File: config.mk
export PLATFORM = sky130hd
export DESIGN_NAME = p3ik_front
export DESIGN_NICKNAME = d
export VERILOG_FILES = /design/src/sv/p3ik_pkg.sv /design/src/sv/p3ik_front.sv
export SDC_FILE = /design/constraint.sdc
export NUM_CORES = 1
export LEC_CHECK = 0
export ABC_AREA = 1
export ABC_CLOCK_PERIOD_IN_PS = 3600
export BUFFER_PORTS_ARGS = -buffer_cell sky130_fd_sc_hd__buf_2
export CAP_MARGIN = 20
export CORE_UTILIZATION = 31
export CTS_CLUSTER_DIAMETER = 80
export DETAILED_ROUTE_END_ITERATION = 8
export GPL_TIMING_DRIVEN = 0
export SLEW_MARGIN = 20
export SYNTH_ARGS = -nofsm -noshare
export SYNTH_HDL_FRONTEND = slang
export SYNTH_SLANG_ARGS = --single-unit
File: constraint.sdc
create_clock -name clk -period 3.6 [get_ports clk]
set_clock_uncertainty 0.1 [all_clocks]
set_input_delay 0.36 -clock clk [delete_from_list [all_inputs] [get_ports clk]]
set_output_delay 0.36 -clock clk [all_outputs]
set_load 0.02 [all_outputs]
File: src/sv/p3ik_pkg.sv
`timescale 1ns / 1ps
`default_nettype none
// ----------------------------------------------------------------------------
// p3ik_pkg: shared types and constants of the planar three-link IK core
// Fixed-point formats, the arctangent table, queue word and unit interfaces.
// ----------------------------------------------------------------------------
package p3ik_pkg;

  // Default CORDIC iteration count, and the length of the arctangent table.
  localparam int CORDIC_ITERATIONS_DEF = 16;
  localparam int TAB_LEN = 24;
  localparam int IW = 5;

  // Field widths.
  localparam int CW = 46;   // CORDIC vector width
  localparam int ZW = 24;   // CORDIC angle width, 20 fraction bits
  localparam int LW = 13;   // link length width
  localparam int MA = 33;   // multiplier operand A
  localparam int MB = 29;   // multiplier operand B
  localparam int MP = MA + MB;
  localparam int NW = 35;   // law-of-cosines numerator
  localparam int DW = 27;   // law-of-cosines denominator
  localparam int SQ_IN_W = 54;
  localparam int SQ_W = 27;
  localparam int SQ_STEPS = SQ_IN_W / 2;
  localparam int WW = 18;   // wrist point coordinates
  localparam int AW = 18;   // output angle width
  localparam int QW = 21;   // angle sums before saturation

  // Angle and gain constants.
  localparam logic signed [ZW-1:0] PI_Q20 = 24'sd3294198;
  localparam logic signed [ZW-1:0] HALF_PI_Q20 = 24'sd1647099;
  localparam logic signed [CW-1:0] GAIN_INV_Q30 = 46'sd652032874;
  localparam logic signed [ZW-1:0] Q2_MAX = 24'sd25736;

  // Configuration register indexes.
  localparam logic [1:0] REG_UPPER = 2'd0;
  localparam logic [1:0] REG_MIDDLE = 2'd1;
  localparam logic [1:0] REG_TOOL = 2'd2;
  localparam logic [1:0] REG_OFFSET = 2'd3;

  // Reset values of the configuration registers.
  localparam logic [LW-1:0] UPPER_RESET = 13'd1638;
  localparam logic [LW-1:0] MIDDLE_RESET = 13'd1638;
  localparam logic [LW-1:0] TOOL_RESET = 13'd819;
  localparam logic signed [15:0] OFFSET_RESET = 16'sd12868;

  // Queue word from the front end: target and folded tool angle.
  typedef struct packed {
    logic signed [15:0]   x;
    logic signed [15:0]   y;
    logic signed [15:0]   th;
    logic signed [ZW-1:0] t;
    logic                 neg;
  } q_item_t;

  typedef struct packed {
    logic [LW-1:0]      l1;
    logic [LW-1:0]      l2;
    logic [LW-1:0]      l3;
    logic signed [15:0] off;
  } cfg_t;

  typedef struct packed {
    logic                 start;
    logic                 vectoring;
    logic signed [CW-1:0] x;
    logic signed [CW-1:0] y;
    logic signed [ZW-1:0] z;
  } cordic_req_t;

  typedef struct packed {
    logic                 done;
    logic signed [CW-1:0] x;
    logic signed [CW-1:0] y;
    logic signed [ZW-1:0] z;
  } cordic_rsp_t;

  typedef enum logic [1:0] {
    CS_IDLE,
    CS_NORM,
    CS_ITER
  } cordic_state_t;

  typedef enum logic [4:0] {
    BS_IDLE,
    BS_ROT,
    BS_ROT_WAIT,
    BS_MUL_C,
    BS_MUL_S,
    BS_MUL_XX,
    BS_MUL_YY,
    BS_MUL_L11,
    BS_MUL_L22,
    BS_MUL_L12,
    BS_CHECK,
    BS_MUL_DD,
    BS_MUL_NN,
    BS_SQRT,
    BS_SQRT_WAIT,
    BS_ELBOW,
    BS_ELBOW_WAIT,
    BS_WDIR,
    BS_WDIR_WAIT,
    BS_MUL_LS,
    BS_MUL_LD,
    BS_MUL_LN,
    BS_MUL_SUM,
    BS_SHLD,
    BS_SHLD_WAIT,
    BS_FINISH
  } back_state_t;

  // Arctangent of 2^-i in Q.20, rounded to nearest.
  function automatic logic [19:0] arc_tab(input logic [IW-1:0] idx);
    logic [19:0] v;
    case (idx)
      5'd0:    v = 20'd823550;
      5'd1:    v = 20'd486170;
      5'd2:    v = 20'd256879;
      5'd3:    v = 20'd130396;
      5'd4:    v = 20'd65451;
      5'd5:    v = 20'd32757;
      5'd6:    v = 20'd16383;
      5'd7:    v = 20'd8192;
      5'd8:    v = 20'd4096;
      5'd9:    v = 20'd2048;
      5'd10:   v = 20'd1024;
      5'd11:   v = 20'd512;
      5'd12:   v = 20'd256;
      5'd13:   v = 20'd128;
      5'd14:   v = 20'd64;
      5'd15:   v = 20'd32;
      5'd16:   v = 20'd16;
      5'd17:   v = 20'd8;
      5'd18:   v = 20'd4;
      5'd19:   v = 20'd2;
      5'd20:   v = 20'd1;
      default: v = 20'd0;
    endcase
    return v;
  endfunction

  // Saturate an angle sum to the signed 18-bit output range.
  function automatic logic signed [AW-1:0] sat18(input logic signed [QW-1:0] v);
    logic signed [AW-1:0] r;
    if (v > QW'(131071)) begin
      r = 18'sd131071;
    end else if (v < -QW'(131072)) begin
      r = -18'sd131072;
    end else begin
      r = AW'(v);
    end
    return r;
  endfunction

endpackage
`default_nettype wire

File: src/sv/p3ik_front.sv
`timescale 1ns / 1ps
`default_nettype none
// ----------------------------------------------------------------------------
// p3ik_front: input stage of the IK core
// Accepts target words, folds the tool angle into +/- pi/2 and queues them.
// ----------------------------------------------------------------------------
module p3ik_front import p3ik_pkg::*; (
  input  wire logic               clk,
  input  wire logic               rst,
  input  wire logic               in_valid,
  output logic                    in_ready,
  input  wire logic signed [15:0] target_x,
  input  wire logic signed [15:0] target_y,
  input  wire logic signed [15:0] tool_orientation,
  output logic                    q_valid,
  input  wire logic               q_ready,
  output q_item_t                 q_item
);

  localparam int QDEPTH = 2;

  q_item_t            mem [QDEPTH];
  logic               wptr;
  logic               rptr;
  logic [1:0]         count;
  logic               push;
  logic               pop;
  q_item_t            item;
  logic signed [ZW-1:0] t0;

  // Fold the tool angle into the rotation range and remember the half turn.
  always_comb begin
    t0 = ZW'(tool_orientation) <<< 7;
    item.x = target_x;
    item.y = target_y;
    item.th = tool_orientation;
    item.t = t0;
    item.neg = 1'b0;
    if (t0 > HALF_PI_Q20) begin
      item.t = t0 - PI_Q20;
      item.neg = 1'b1;
    end else if (t0 < -HALF_PI_Q20) begin
      item.t = t0 + PI_Q20;
      item.neg = 1'b1;
    end
  end

  assign in_ready = (count != 2'(QDEPTH));
  assign q_valid = (count != 2'd0);
  assign q_item = mem[rptr];
  assign push = in_valid && in_ready;
  assign pop = q_valid && q_ready;

  // Queue storage.
  always_ff @(posedge clk) begin
    if (push) begin
      mem[wptr] <= item;
    end
  end

  // Queue pointers and fill count.
  always_ff @(posedge clk) begin
    if (rst) begin
      wptr <= 1'b0;
      rptr <= 1'b0;
      count <= 2'd0;
    end else begin
      if (push) begin
        wptr <= ~wptr;
      end
      if (pop) begin
        rptr <= ~rptr;
      end
      count <= count + 2'(push) - 2'(pop);
    end
  end

endmodule
`default_nettype wire

# Word-level counts from Yosys, hierarchy flattened

Memory sizes are Yosys's and may differ from the RTL's. A register that Yosys moved wholly into a read port is not among the register bits.
Index checks and enable logic that the tools add are counted.

Bits in registers: 4
Memories kept: 1
Memory bits (writable): 146

Memories:

| memory | words | width | read ports | clocked after Yosys merged registers in | write ports | line             | RTL |
|---|---|---|---|---|---|---|---|
| mem    | 2     | 73    | 1          | 1                                       | 1           | p3ik_front.sv:22 | `q_item_t mem [QDEPTH];` |

Add/subtract/negate cells: 4
Magnitude comparators: 2
Reduce and logical (&&, ||, !) cells: 3
Muxes and demuxes: 6
Equal/unequal tests: 1
Bitwise gates (word level): 2

Operator list:

| operator                                             | number |
|---|---|
| 2-to-1 mux 25 bit                                    | 2 |
| adder 23 x 23 -> 24 bit, second input constant       | 1 |
| subtractor 23 x 23 -> 24 bit, second input constant  | 1 |
| > comparator 23 x 22 -> 1 bit, second input constant | 1 |
| < comparator 23 x 22 -> 1 bit, second input constant | 1 |
| 2-to-1 mux 1 bit                                     | 4 |
| adder 2 x 1 -> 2 bit                                 | 1 |
| logical AND 1 bit                                    | 2 |
| != test 2 bit, second input constant                 | 1 |
| inverter 1 bit                                       | 2 |
| nonzero test 2 bit                                   | 1 |
| subtractor 2 x 1 -> 2 bit                            | 1 |

# Depth between registers and ports, before layout

Gate-level depths: netlist (run 1).

Depth after elaboration: 4
Gate-level depth with buffers: 13
Gate-level depth less buffers: 12

# Worst setup path after synthesis (run 1)

Ideal clock, no wire load.

Path kind: register to register
From: register count[0]
To: memory mem[1][10] in the netlist's numbering, enable pin
Path buffers: 0
Cell stages (with the launch flop): 5
Setup slack: -0.557 ns
Setup time: 0.496 ns
Arrival time: 3.561 ns
Path through: dfxtp_1 inv_1 nand2_1 nand2_1 nor2_1

Cells in the longest elaborated chain, start to end: 4

RTL lines:

| item                                   | line             | RTL |
|---|---|---|
| start, declared                        | p3ik_front.sv:25 | `logic [1:0] count;` |
| start signal, assigned                 | p3ik_front.sv:74 | `count <= count + 2'(push) - 2'(pop);` |
| != test 2 bit                          | p3ik_front.sv:48 | `assign in_ready = (count != 2'(QDEPTH));` |
| net in_ready                           | p3ik_front.sv:11 | `output logic in_ready,` |
| logical AND 1 bit                      | p3ik_front.sv:51 | `assign push = in_valid && in_ready;` |
| 2-to-1 mux 1 bit                       | p3ik_front.sv:56 | `if (push) begin` |
| 2-to-1 mux 1 bit (not written as such) | p3ik_front.sv:57 | `mem[wptr] <= item;` |
| end, declared                          | p3ik_front.sv:22 |  |

The timed path passes the listed nets, and every way through them passes these cells.

==> results of run 1 <==
logic make-up (layout without fill, tap and decap cells):
family          Yosys count  after routing
compound gates           17             17
flops                   141            141
buf+inv                  62            224
xor+xnor                 13             13
fa+ha+maj                 6              6
simple gates            180            180
other cells               1              1
mux                      68             68
worst max-delay path by stage:
stage,cells after the start,slack [ps],to,from
global placement,4,-260,mem[1][17]$_DFFE_PP_,count[0]$_SDFF_PP0_
global route,5,880,q_item[64],flop
floorplan,4,570,mem[1][10]$_DFFE_PP_,count[0]$_SDFF_PP0_
finish,5,1080,q_item[64],flop
CTS,5,980,q_item[64],flop
detailed placement,6,1350,mem[0][18]$_DFFE_PP_,count[0]$_SDFF_PP0_
cell usage in the layout (no fill, tap or decap), types with 3 or more instances in the layout:
master,count
sky130_fd_sc_hd__buf_2,136
sky130_fd_sc_hd__edfxtp_1,136
sky130_fd_sc_hd__nand2_1,124
sky130_fd_sc_hd__mux2_2,68
sky130_fd_sc_hd__inv_1,33
sky130_fd_sc_hd__nor2_1,21
sky130_fd_sc_hd__nand3_1,18
sky130_fd_sc_hd__clkbuf_16,17
sky130_fd_sc_hd__xor2_1,13
sky130_fd_sc_hd__buf_4,10
sky130_fd_sc_hd__a21oi_1,7
sky130_fd_sc_hd__ha_1,6
sky130_fd_sc_hd__dfxtp_1,5
sky130_fd_sc_hd__nand2_2,4
sky130_fd_sc_hd__o21ai_0,4
sky130_fd_sc_hd__clkinv_4,4
sky130_fd_sc_hd__buf_6,3
sky130_fd_sc_hd__inv_2,3
sky130_fd_sc_hd__nor3_1,3
sky130_fd_sc_hd__inv_8,3
sky130_fd_sc_hd__buf_16,3
cell type report:
cell class	count	share of cell area, %
flip-flops and latches	141	52.4
repair buffers	130	9.31
multi-input cells	285	22.7
well taps	265	4.15
clock buffers	17	5.33
clock inverters	15	2.27
plain buffers	25	2.10
inverters	37	1.77
registers in the layout (all words and copies together) (netlist names), named ones only:
| register | flops |
|---|---|
| mem | 136 |
| rptr | 1 |
| count | 2 |
| wptr | 1 |
worst max-delay path: stages, from the launching register on:
cell	delay, ps
sky130_fd_sc_hd__dfxtp_1	300
sky130_fd_sc_hd__clkbuf_1	210
sky130_fd_sc_hd__buf_2	290
sky130_fd_sc_hd__buf_2	300
sky130_fd_sc_hd__mux2_2	370
sky130_fd_sc_hd__buf_2	160
through the flow:
stage | utilization (%) | cell area, sq um
floorplan | - | 6290
global placement | 36.9 | 7250
detailed placement | 37.5 | 7380
CTS | 40.6 | 7990
global route | 40.6 | 7990
finish | 40.6 | 7990
where the power goes:
group | switching (W) | total (W) | internal [W]
clock network | 0.000714 | 0.00176 | 0.00104
registers | 0.0000572 | 0.00217 | 0.00211
logic | 0.000950 | 0.00156 | 0.000611
total | 0.00172 | 0.00549 | 0.00376
per-layer routing:
metal  global-route usage, %  wire, um
met3                    4.14       940
met4                    5.48       235
met5                       0         0
met2                    24.0      6680
met1                    15.1      5630
==> results.txt, run 1 <==
----------------------------------------------------
[Clock network]
  Clock tree from TritonCTS ... yes
  CTS Buf Count ... 17
  Clock insertion delay at the later pin of the skew report ... 420 ps
  Clock input transition at the sequential cells of the worst setup and hold paths ... 60 ps
  H-Tree Level Count ... 4
  Hold-fix buffers at CTS ... 0
  Maximum buffer depth of the clock tree ... 2
  Clock root buffer ... sky130_fd_sc_hd__clkbuf_16
  Postcts setup bufs ... 0
  Resized Gates After CTS ... 0
  Clock sinks ... 141

[Floorplanning]
  DIE HEIGHT ... 144 um
  Core box area ... 19700 sq um
  Number of top-level pins ... 127
  Standard-cell row count ... 51
  Starting utilization of the core area ... 32.0%
  Width of the chip ... 144 um
  Die footprint ... 20900 sq um

[Status]
  Run status ... finished clean

[GRT]
  Largest net degree at the start of global routing ... 25
  Number of global-route vias before repair ... 4136
  All-layer global routing usage ... 13.6%
  Number of antenna violations at the first check in global routing ... 0
  Total grt overflow ... 0
  Global-route wire length before repair ... 20900 um

[Hold path]
  Type of the most critical hold path ... input pin to flop
  Cell depth of the worst min-delay path ... 1
  Hold wc startpoint ... target_y[6]
  WHS Endpoint ... mem[0][47]$_DFFE_PP_

[Synth]
  Post-synth design cell area ... 6290 sq um
  Post-synth EDFFs ... 136
  Synth unique cells ... 31
  Yosys warns ... 0
  Post-synthesis adder-cell area fraction ... 1.19%
  Part of the Yosys area used for sequential elements ... 66.5%
  Synthesized-area fraction occupied by ao, oa, aoi and oai cells ... 1.57%
  Yosys top cell area share ... 64.9%
  Synthesized instance count ... 488
  Most instantiated cells after synthesis ... sky130_fd_sc_hd__edfxtp_1, sky130_fd_sc_hd__nand2_1, sky130_fd_sc_hd__mux2_2, sky130_fd_sc_hd__inv_1, sky130_fd_sc_hd__nor2_1
  Synthesized-area fraction occupied by xor and xnor cells ... 1.81%
  Multiplexer share of the synthesized area ... 12.2%
  Most common flop cell mapped by yosys ... sky130_fd_sc_hd__edfxtp_1
  Cell with the most instances after synthesis ... sky130_fd_sc_hd__edfxtp_1
  Number of synthesized register bits ... 141
  Leading area contributor after synthesis ... sky130_fd_sc_hd__edfxtp_1
  Cell types with the largest area share after synthesis ... sky130_fd_sc_hd__edfxtp_1, sky130_fd_sc_hd__mux2_2, sky130_fd_sc_hd__nand2_1
  Combinational family with the most area after synthesis ... multiplexers
  Mean area per synthesized cell ... 12.9 sq um
  Basic-gate share of the synthesized area counting and, or, nand and nor cells ... 11.7%
  Proportion of synthesized flip-flops having asynchronous set or reset ... 0%
  Syn Nets ... 546

[Placement]
  Last weighted congestion value of the routability-driven placer ... 0.846
  Detailed placer's ending HPWL ... 9820 um
  Port buffer count ... 125
  Number of placed cells counting well taps ... 883
  DP Worst Slack ... 1350 ps

[STA]
  Number of pins exceeding their max-slew limit in the final report ... 0
  Post-route worst hold slack ... 29.6 ps
  Final setup slack of the worst path ... 1080 ps
  Count of final setup violators ... 0
  Crit path time final ... 2520 ps
  Tightest Pin Transition ... 761 ps
  Slew HR ... 49.2%
  Final Hold Vio Count ... 0
  Period utilisation layout ... 70.0%
  Achievable frequency ... 397 MHz
  Unrepaired setup endpoints after global routing ... no
  Setup tns final ... 0 ps

[Final layout]
  Total area of sequential cells ... 4180 sq um
  Total inserted antenna cells ... 0
  Number of standard cells in the final layout excluding fillers ... 915
  Layout cell share with drive strength beyond 1 ... 41.5%
  Layout Nets ... 695
  Area Overhead vs Synth ... 27.0%
  Area of the multi-input gates ... 1810 sq um
  Count of fill cells added during filler insertion ... 1918

[Setup path]
  Start-to-end type of the worst setup path ... flop to primary output
  Element type at the critical path end ... primary output
  R2r setup slk ... 1370 ps
  Worst R2R Path Depth ... 6
  Critical Path Source Type ... flop
  Worst R2R Start ... count[0]$_SDFF_PP0_
  Largest fanout on the critical path ... 10
  Worst r2r dst ... mem[0][16]$_DFFE_PP_
  Data arrival time of the worst path ... 2060 ps
  Worst path required time ... 3140 ps

[Route]
  Number of nets with antenna violations after detailed routing ... 0
  Residual DRC ... 0
  Final routed wirelength across all metal layers ... 13500 um
  Pre-Repair DR Iteration Count ... 4
  Wire length per cell after detailed routing ... 14.7 um
  Vias per Instance ... 4.39
  Violation count after the first detailed-route iteration ... 160
  Via count ... 4018

[Flow run]
  Maximum Capacitance Violations ... 0

[Power and ir drop]
  Overall power after layout ... 0.00549 W
  Cell Pwr Density ... 687 nW/um^2
  Largest vdd supply drop ... 0.000338 V
  Reported leakage power ... 3.28 nW

----------------------------------------------------
No activity file was read; power rests on OpenSTA's default activity.
==> run 2, diff against run 1 <==
--- a/config.mk
+++ b/config.mk
@@ -5,8 +5,8 @@
 export SDC_FILE = /design/constraint.sdc
 export NUM_CORES = 1
 export LEC_CHECK = 0
-export ABC_AREA = 1
-export ABC_CLOCK_PERIOD_IN_PS = 3600
+export ABC_AREA = 0
+export ABC_CLOCK_PERIOD_IN_PS = 2200
 export BUFFER_PORTS_ARGS = -buffer_cell sky130_fd_sc_hd__buf_2
 export CAP_MARGIN = 20
 export CORE_UTILIZATION = 31
==> constraint.sdc (replaced) <==
create_clock -name clk -period 2.2 [get_ports clk]
set_clock_uncertainty 0.1 [all_clocks]
set_input_delay 0.22 -clock clk [delete_from_list [all_inputs] [get_ports clk]]
set_output_delay 0.22 -clock clk [all_outputs]
set_load 0.02 [all_outputs]
==> run 2 against run 1 <==
Via count shrank 6.6%. First-iteration DRC count down 24%. Sequential cell count unchanged. Synthesized area decreased by 3.7%. Critical endpoint is now q_item[60]. Largest cell class unchanged. Highest routed layer unchanged.
==> results.txt, run 2 <==
----------------------------------------------------
[Power and ir drop]
  Clock group share of total power ... 30.3% (-1.8 points)
  Cell Pwr Density ... 1070 nW/um^2 (+56%)
  Part of the total power dissipated in sequential elements ... 40.4% (+0.9 points)
  Pint ... 0.00605 W (+61%)
  Portion of total power attributed to combinational logic ... 29.3% (+0.8 points)
  Switching share of total power ... 30.8% (-0.56 points)
  Reported leakage power ... 3.04 nW (-7.2%)
  Overall power after layout ... 0.00874 W (+59%)
  Sw power ... 0.00269 W (+56%)
  Largest vdd supply drop ... 0.000518 V (+53%)

[Setup path]
  Data arrival time of the worst path ... 1770 ps (-290 ps)
  Start-to-end type of the worst setup path ... flop to primary output
  Element type at the critical path end ... primary output
  Cell with the largest stage delay on the worst path ... sky130_fd_sc_hd__dfxtp_2
  Worst r2r dst ... mem[0][15]$_DFFE_PP_
  Worst R2R Start ... count[0]$_SDFF_PP0_
  Worst path required time ... 1880 ps (-1260 ps)
  Stage delay of the slowest cell on the critical path ... 380 ps (about the same)
  Number of buffers and inverters on the critical path ... 3 (-1)
  Critical Path Source Type ... flop
  R2r setup slk ... 180 ps (-1190 ps)
  Worst R2R Path Depth ... 5 (-1)
  Cell Chain, Critical Path ... buf_4 -> clkbuf_4 -> mux2_2 -> buf_2
  Largest fanout on the critical path ... 10 (unchanged)
  Crit path max-delay family ... buffers and inverters

[STA]
  Slew HR ... 52.2% (+3.0 points)
  Count of final setup violators ... 0 (unchanged)
  Period utilisation layout ... 94.9%
  Final setup slack of the worst path ... 112 ps (-966 ps)
  Achievable frequency ... 479 MHz
  Number of pins exceeding their max-slew limit in the final report ... 0 (unchanged)
  Tightest Pin Transition ... 716 ps (-45.3 ps)
  Final Hold Vio Count ... 0 (unchanged)
  Crit path time final ... 2090 ps
  Unrepaired setup endpoints after global routing ... no

[Synth]
  Synthesized instance count ... 363 (-26%)
  Number of synthesized register bits ... 141 (unchanged)
  Post-synth EDFFs ... 136 (unchanged)
  Cell with the most instances after synthesis ... sky130_fd_sc_hd__edfxtp_1
  Cell types with the largest area share after synthesis ... sky130_fd_sc_hd__edfxtp_1, sky130_fd_sc_hd__mux2_2, sky130_fd_sc_hd__xnor2_1
  Part of the Yosys area used for sequential elements ... 69.1% (+2.5 points)
  Synth unique cells ... 57 (+84%)
  Most instantiated cells after synthesis ... sky130_fd_sc_hd__edfxtp_1, sky130_fd_sc_hd__mux2_2, sky130_fd_sc_hd__inv_1, sky130_fd_sc_hd__xnor2_1, sky130_fd_sc_hd__nand2_1
  Yosys warns ... 0 (unchanged)
  Post-synth design cell area ... 6060 sq um (-3.7%)
  Proportion of synthesized flip-flops having asynchronous set or reset ... 0% (unchanged)
  Mean area per synthesized cell ... 16.7 sq um (+30%)
  Most common flop cell mapped by yosys ... sky130_fd_sc_hd__edfxtp_1
  Leading area contributor after synthesis ... sky130_fd_sc_hd__edfxtp_1
  Yosys top cell area share ... 67.4% (+2.5 points)
  Syn Nets ... 421 (-23%)

[Final layout]
  Layout cell share with drive strength beyond 1 ... 48.5% (+7.0 points)
  Most common cell after layout, fill and taps aside ... sky130_fd_sc_hd__edfxtp_1
  Layout Nets ... 614 (-12%)
  Number of standard cells in the final layout excluding fillers ... 830 (-9.3%)
  Most frequent cells in the layout ... sky130_fd_sc_hd__edfxtp_1, sky130_fd_sc_hd__buf_2, sky130_fd_sc_hd__mux2_2
  Area of all placed cells without fillers ... 8140 sq um (+2.0%)
  Area Overhead vs Synth ... 34.4%
  Max reg flops ... 136 (unchanged)
  Biggest registers after layout ... mem: 136 flops, count: 2 flops
  Most flop-heavy register ... mem

[Flow run]
  Maximum Capacitance Violations ... 0 (unchanged)

[GRT]
  Largest net degree at the start of global routing ... 36 (+44%)
  Number of antenna violations at the first check in global routing ... 1 (+1)
  Number of global-route vias before repair ... 3942 (-4.7%)
  Global-route wire length before repair ... 20500 um (-1.7%)
  Total grt overflow ... 0 (unchanged)
  All-layer global routing usage ... 13.7% (+0.17 points)

[Floorplanning]
  Starting utilization of the core area ... 32.0% (-0.036 points)
  Die footprint ... 20100 sq um (-3.6%)
  Core box area ... 19000 sq um (-3.6%)
  Standard-cell row count ... 50 (-2.0%)
  Width of the chip ... 142 um (-1.8%)
  DIE HEIGHT ... 142 um (-1.8%)
  Number of top-level pins ... 127 (unchanged)

[Placement]
  DP Worst Slack ... -315 ps (-1670 ps)
  Last weighted congestion value of the routability-driven placer ... 0.817 (-3.4%)
  Placed Area ... 7120 sq um (-3.5%)
  Number of placed cells counting well taps ... 752 (-15%)
  Detailed placer's ending HPWL ... 8960 um (-8.8%)
  Port buffer count ... 125 (unchanged)

[Route]
  Violation count after the first detailed-route iteration ... 121 (-24%)
  Vias per Instance ... 4.52 (+3.0%)
  Via count ... 3753 (-6.6%)
  Pre-Repair DR Iteration Count ... 4 (unchanged)
  Number of nets with antenna violations after detailed routing ... 0 (unchanged)
  Final routed wirelength across all metal layers ... 13200 um (-1.8%)
  Wire length per cell after detailed routing ... 16.0 um (+8.2%)
  Residual DRC ... 0 (unchanged)

[Status]
  Run status ... finished clean

[Hold path]
  Cell depth of the worst min-delay path ... 1 (unchanged)
  Hold wc startpoint ... tool_orientation[2]
  WHS Endpoint ... mem[1][27]$_DFFE_PP_
  Type of the most critical hold path ... input pin to flop

[Clock network]
  Maximum buffer depth of the clock tree ... 2 (unchanged)
  Clock sinks ... 141 (unchanged)
  CTS Buf Count ... 17 (unchanged)
  Clock insertion delay at the later pin of the skew report ... 410 ps (about the same)
  Postcts setup bufs ... 0 (unchanged)
  Clock input transition at the sequential cells of the worst setup and hold paths ... 60 ps (about the same)
  H-Tree Level Count ... 4 (unchanged)
  Clock tree from TritonCTS ... yes
  Clock root buffer ... sky130_fd_sc_hd__clkbuf_16

----------------------------------------------------
## run 2: layer usage
layer	up-vias	global-route usage (%)	wire [um]
li1	1779	-	-
met4	0	4.30	87
met5	-	0	0
met1	1862	15.0	5510
met2	106	25.0	6900
met3	6	4.59	749
## run 2: power by group through the flow
| stage | clock network, W | registers (W) | logic [W] |
|---|---|---|---|
| detailed placement | 0 | 0.00358 | 0.00254 |
| global route | 0.00283 | 0.00357 | 0.00276 |
| global placement | 0 | 0.00358 | 0.00241 |
| floorplan | 0 | 0.00356 | 0.00167 |
| CTS | 0.00273 | 0.00354 | 0.00262 |
| finish | 0.00265 | 0.00353 | 0.00256 |
## run 2: cells by family after synthesis
group	count (synthesis)	synth area share [%]
AOI/OAI and AO/OA	48	7.66
and+or+nand+nor	43	3.76
xor gates and xnor gates	15	2.17
muxes	68	12.6
DFF	141	69.1
adders and majority gates	6	1.24
buffers and inverters	41	3.41
other	1	0.0619
## run 2: cell type report
type | instances | area (sq um)
timing repair buffer | 175 | 1180
sequential | 141 | 4190
tap | 260 | 325
antenna | 1 | 2.50
clock inverter | 15 | 123
multi-input combinational | 181 | 1690
fill | 1767 | 10800
clock buffer | 17 | 425
inverter | 15 | 58.8
buffer | 25 | 160
## run 2: timing repair
| action | 4_1_cts | 5_1_grt |
|---|---|---|
| endpoints found under the hold margin | 95 | 0 |
| hold buffers | 46 | 0 |
| gates resized for setup | 11 | 1 |
| endpoints found under the setup margin | 72 | 5 |
## run 2: through the flow
stage                     hold WS, ps  TNS, ps  utilization, %
after floorplan                   192        0               -
after CTS                        1.79        0            42.9
after global routing             11.1        0            42.9
after detailed placement          312   -11950            37.5
after global placement            309   -56410            37.0
final                            30.7        0            43.0
## run 2: worst max path at each step
| stage | startpoint | to | slack, ps | cells past startpoint |
|---|---|---|---|---|
| 2_1_floorplan | count[0]$_SDFF_PP0_ | mem[0][10]$_DFFE_PP_ | 30 | 3 |
| 3_3_place_gp | count[0]$_SDFF_PP0_ | mem[0][65]$_DFFE_PP_ | -510 | 3 |
| 3_5_place_dp | flop | q_item[67] | -310 | 5 |
| 4_1_cts | flop | q_item[71] | 50 | 4 |
| 5_1_grt | flop | q_item[53] | 9 | 4 |
| 6_report | flop | q_item[60] | 110 | 4 |
==> run 3, diff against run 2 <==
--- a/config.mk
+++ b/config.mk
@@ -6,7 +6,7 @@
 export NUM_CORES = 1
 export LEC_CHECK = 0
 export ABC_AREA = 0
-export ABC_CLOCK_PERIOD_IN_PS = 2200
+export ABC_CLOCK_PERIOD_IN_PS = 2500
 export BUFFER_PORTS_ARGS = -buffer_cell sky130_fd_sc_hd__buf_2
 export CAP_MARGIN = 20
 export CORE_UTILIZATION = 31
@@ -17,3 +17,4 @@
 export SYNTH_ARGS = -nofsm -noshare
 export SYNTH_HDL_FRONTEND = slang
 export SYNTH_SLANG_ARGS = --single-unit
+export TNS_END_PERCENT = 50
==> constraint.sdc (replaced) <==
create_clock -name clk -period 2.5 [get_ports clk]
set_clock_uncertainty 0.1 [all_clocks]
set_input_delay 0.25 -clock clk [delete_from_list [all_inputs] [get_ports clk]]
set_output_delay 0.25 -clock clk [all_outputs]
set_load 0.02 [all_outputs]
==> run 3 against run 2 <==
Hold slack better by 23 ps. Combinational power is 12% lower. First-iteration DRC count fell by 5.8%. Sequential power is 12% lower. Sequential share of layout area up 0.072 points. Global-route usage about the same. Utilization decreased by 0.073 points.
==> results.txt, run 3 (same netlist as run 2, synthesis figures left out) <==
----------------------------------------------------
[Route]
  Final routed wirelength across all metal layers ... 13200 um (-0.29%)
  Number of nets with antenna violations after detailed routing ... 0 (unchanged)
  Vias per Instance ... 4.57 (+1.1%)
  Violation count after the first detailed-route iteration ... 114 (-5.8%)
  Via count ... 3789 (+0.96%)
  Residual DRC ... 0 (unchanged)
  Pre-Repair DR Iteration Count ... 4 (unchanged)
  Wire length per cell after detailed routing ... 15.9 um (-0.17%)

[Floorplanning]
  Width of the chip ... 142 um (unchanged)
  Starting utilization of the core area ... 32.0% (unchanged)
  Die footprint ... 20100 sq um (unchanged)
  DIE HEIGHT ... 142 um (unchanged)
  Standard-cell row count ... 50 (unchanged)
  Core box area ... 19000 sq um (unchanged)
  Number of top-level pins ... 127 (unchanged)

[Final layout]
  Max reg flops ... 136 (unchanged)
  Layout Nets ... 613 (-0.16%)
  Area Overhead vs Synth ... 34.2%
  Count of fill cells added during filler insertion ... 1758 (-0.51%)
  Most common cell after layout, fill and taps aside ... sky130_fd_sc_hd__edfxtp_1
  Biggest registers after layout ... mem: 136 flops, count: 2 flops
  Most flop-heavy register ... mem
  Most frequent cells in the layout ... sky130_fd_sc_hd__edfxtp_1, sky130_fd_sc_hd__buf_2, sky130_fd_sc_hd__mux2_2
  Layout cell share with drive strength beyond 1 ... 48.1% (-0.44 points)

[GRT]
  Number of antenna violations at the first check in global routing ... 1 (unchanged)
  Number of global-route vias before repair ... 3973 (+0.79%)
  All-layer global routing usage ... 13.7% (about the same)
  Global-route wire length before repair ... 20500 um (-0.44%)
  Largest net degree at the start of global routing ... 45 (+25%)
  Total grt overflow ... 0 (unchanged)

[Power and ir drop]
  Pint ... 0.00527 W (-13%)
  Portion of total power attributed to combinational logic ... 29.5% (+0.2 points)
  Largest vdd supply drop ... 0.000456 V (-12%)
  Sw power ... 0.00237 W (-12%)
  Part of the total power dissipated in sequential elements ... 40.6% (+0.2 points)
  Cell Pwr Density ... 940 nW/um^2 (-12%)
  Switching share of total power ... 31.0% (+0.17 points)
  Clock group share of total power ... 29.9% (-0.4 points)
  Reported leakage power ... 3.04 nW (about the same)

[Clock network]
  CTS Buf Count ... 17 (unchanged)
  Maximum buffer depth of the clock tree ... 2 (unchanged)
  Clock input transition at the sequential cells of the worst setup and hold paths ... 60 ps (about the same)
  Clock sinks ... 141 (unchanged)
  Clock insertion delay at the later pin of the skew report ... 410 ps (about the same)
  Clock root buffer ... sky130_fd_sc_hd__clkbuf_16
  Clock tree from TritonCTS ... yes
  H-Tree Level Count ... 4 (unchanged)

[STA]
  Final setup slack of the worst path ... 23.6 ps (-88.6 ps)
  Tightest Pin Transition ... 806 ps (+90.0 ps)
  Achievable frequency ... 404 MHz
  Slew HR ... 46.2% (-6.0 points)
  Count of final setup violators ... 0 (unchanged)
  Crit path time final ... 2480 ps
  Final Hold Vio Count ... 0 (unchanged)
  Setup tns final ... 0 ps (unchanged)
  Number of pins exceeding their max-slew limit in the final report ... 0 (unchanged)
  Period utilisation layout ... 99.1%
  Unrepaired setup endpoints after global routing ... yes

[Setup path]
  Worst path required time ... 2600 ps (+720 ps)
  Worst r2r dst ... mem[0][67]$_DFFE_PP_
  Start-to-end type of the worst setup path ... input pin to flop
  Largest fanout on the critical path ... 10 (unchanged)
  R2r setup slk ... 300 ps (+120 ps)
  Worst R2R Path Depth ... 5 (unchanged)
  Worst R2R Start ... count[0]$_SDFF_PP0_
  Critical Path Source Type ... input pin
  Element type at the critical path end ... flop
  Data arrival time of the worst path ... 2580 ps (+810 ps)

[Flow run]
  Maximum Capacitance Violations ... 0 (unchanged)

[Hold path]
  Hold wc startpoint ... tool_orientation[15]
  WHS Endpoint ... mem[0][40]$_DFFE_PP_
  Type of the most critical hold path ... input pin to flop
  Cell depth of the worst min-delay path ... 1 (unchanged)

[Status]
  Run status ... finished clean

[Placement]
  DP Worst Slack ... -15.1 ps (+299 ps)
  Port buffer count ... 125 (unchanged)
  Last weighted congestion value of the routability-driven placer ... 0.874 (+6.9%)
  Detailed placer's ending HPWL ... 8870 um (-1.1%)

----------------------------------------------------
## run 3: cell count changes in the layout (fill, tap and decap cells not counted), moves of 2 or more
cell	change
sky130_fd_sc_hd__clkinv_1	-2
sky130_fd_sc_hd__clkinvlp_4	-2
sky130_fd_sc_hd__clkinv_2	-2
sky130_fd_sc_hd__buf_2	-2
sky130_fd_sc_hd__clkbuf_8	+2
sky130_fd_sc_hd__clkbuf_2	+2
sky130_fd_sc_hd__clkbuf_1	+2
sky130_fd_sc_hd__clkinv_4	+3
## run 3: power by group through the flow
stage | Combinational, W | Clock, W | Sequential [W]
after floorplan | 0.00147 | 0 | 0.00314
after global placement | 0.00211 | 0 | 0.00316
after detailed placement | 0.00221 | 0 | 0.00315
after CTS | 0.00229 | 0.00237 | 0.00311
after global routing | 0.00242 | 0.00246 | 0.00313
final | 0.00225 | 0.00228 | 0.00310
## run 3: timing repair
action | CTS | global route
endpoints found under the hold margin | 93 | 0
resized for setup | 6 | 4
setup buffers | 0 | 1
gates cloned | 0 | 0
hold buffers | 45 | 0
setup endpoints to repair | 34 | 72
pin swaps | 0 | 2
## run 3: per-stage QoR
stage / std cells / cell area, sq um / hold WS [ps] / total power (W) / util [%]
2_1_floorplan: 363 / 6070 / 222 / 0.00461 / -
3_3_place_gp: 748 / 7020 / 339 / 0.00527 / 37.0
3_5_place_dp: 751 / 7100 / 342 / 0.00536 / 37.4
4_1_cts: 828 / 8100 / 28.2 / 0.00776 / 42.8
5_1_grt: 828 / 8130 / 41.5 / 0.00802 / 42.9
6_report: 829 / 8130 / 53.6 / 0.00764 / 42.9
## run 3: worst max-delay path by stage
stage                         from                    to  slack, ps  cells after the start
6_report       tool_orientation[0]  mem[1][12]$_DFFE_PP_         20                     10
5_1_grt                       flop            q_item[49]        -40                      4
4_1_cts                       flop            q_item[37]         10                      4
3_5_place_dp   tool_orientation[3]  mem[1][13]$_DFFE_PP_        -20                      9
3_3_place_gp   count[0]$_SDFF_PP0_  mem[1][16]$_DFFE_PP_      -1120                      2
2_1_floorplan  count[0]$_SDFF_PP0_  mem[1][10]$_DFFE_PP_       -300                      2
## run 3: layout make-up
cell class	count	area, sq um	share of cell area, %
sequential	141	4180	51.5
multi-input combinational	181	1700	20.9
timing repair buffer	174	1160	14.3
clock buffer	21	460	5.67
tap	260	325	4.00
buffer	25	156	1.92
clock inverter	11	86.3	1.06
inverter	15	58.8	0.724
antenna	1	2.50	0.0308
## run 3: metal layers
metal	GRT usage [%]	share of wire [%]	vias to the layer above
li1	-	-	1776
met1	15.2	42	1857
met2	24.1	50	134
met5	0	0	-
met3	4.45	5.8	22
met4	5.66	2.2	0
## run 3: worst max-delay path: stages
cell and delay, ps:
sky130_fd_sc_hd__dlygate4sd3_1 560, sky130_fd_sc_hd__buf_2 160, sky130_fd_sc_hd__inv_1 110, sky130_fd_sc_hd__ha_1 180, sky130_fd_sc_hd__inv_1 60, sky130_fd_sc_hd__a31o_2 250
sky130_fd_sc_hd__a21o_2 210, sky130_fd_sc_hd__buf_2 200, sky130_fd_sc_hd__o31a_1 300, sky130_fd_sc_hd__a22oi_1 290
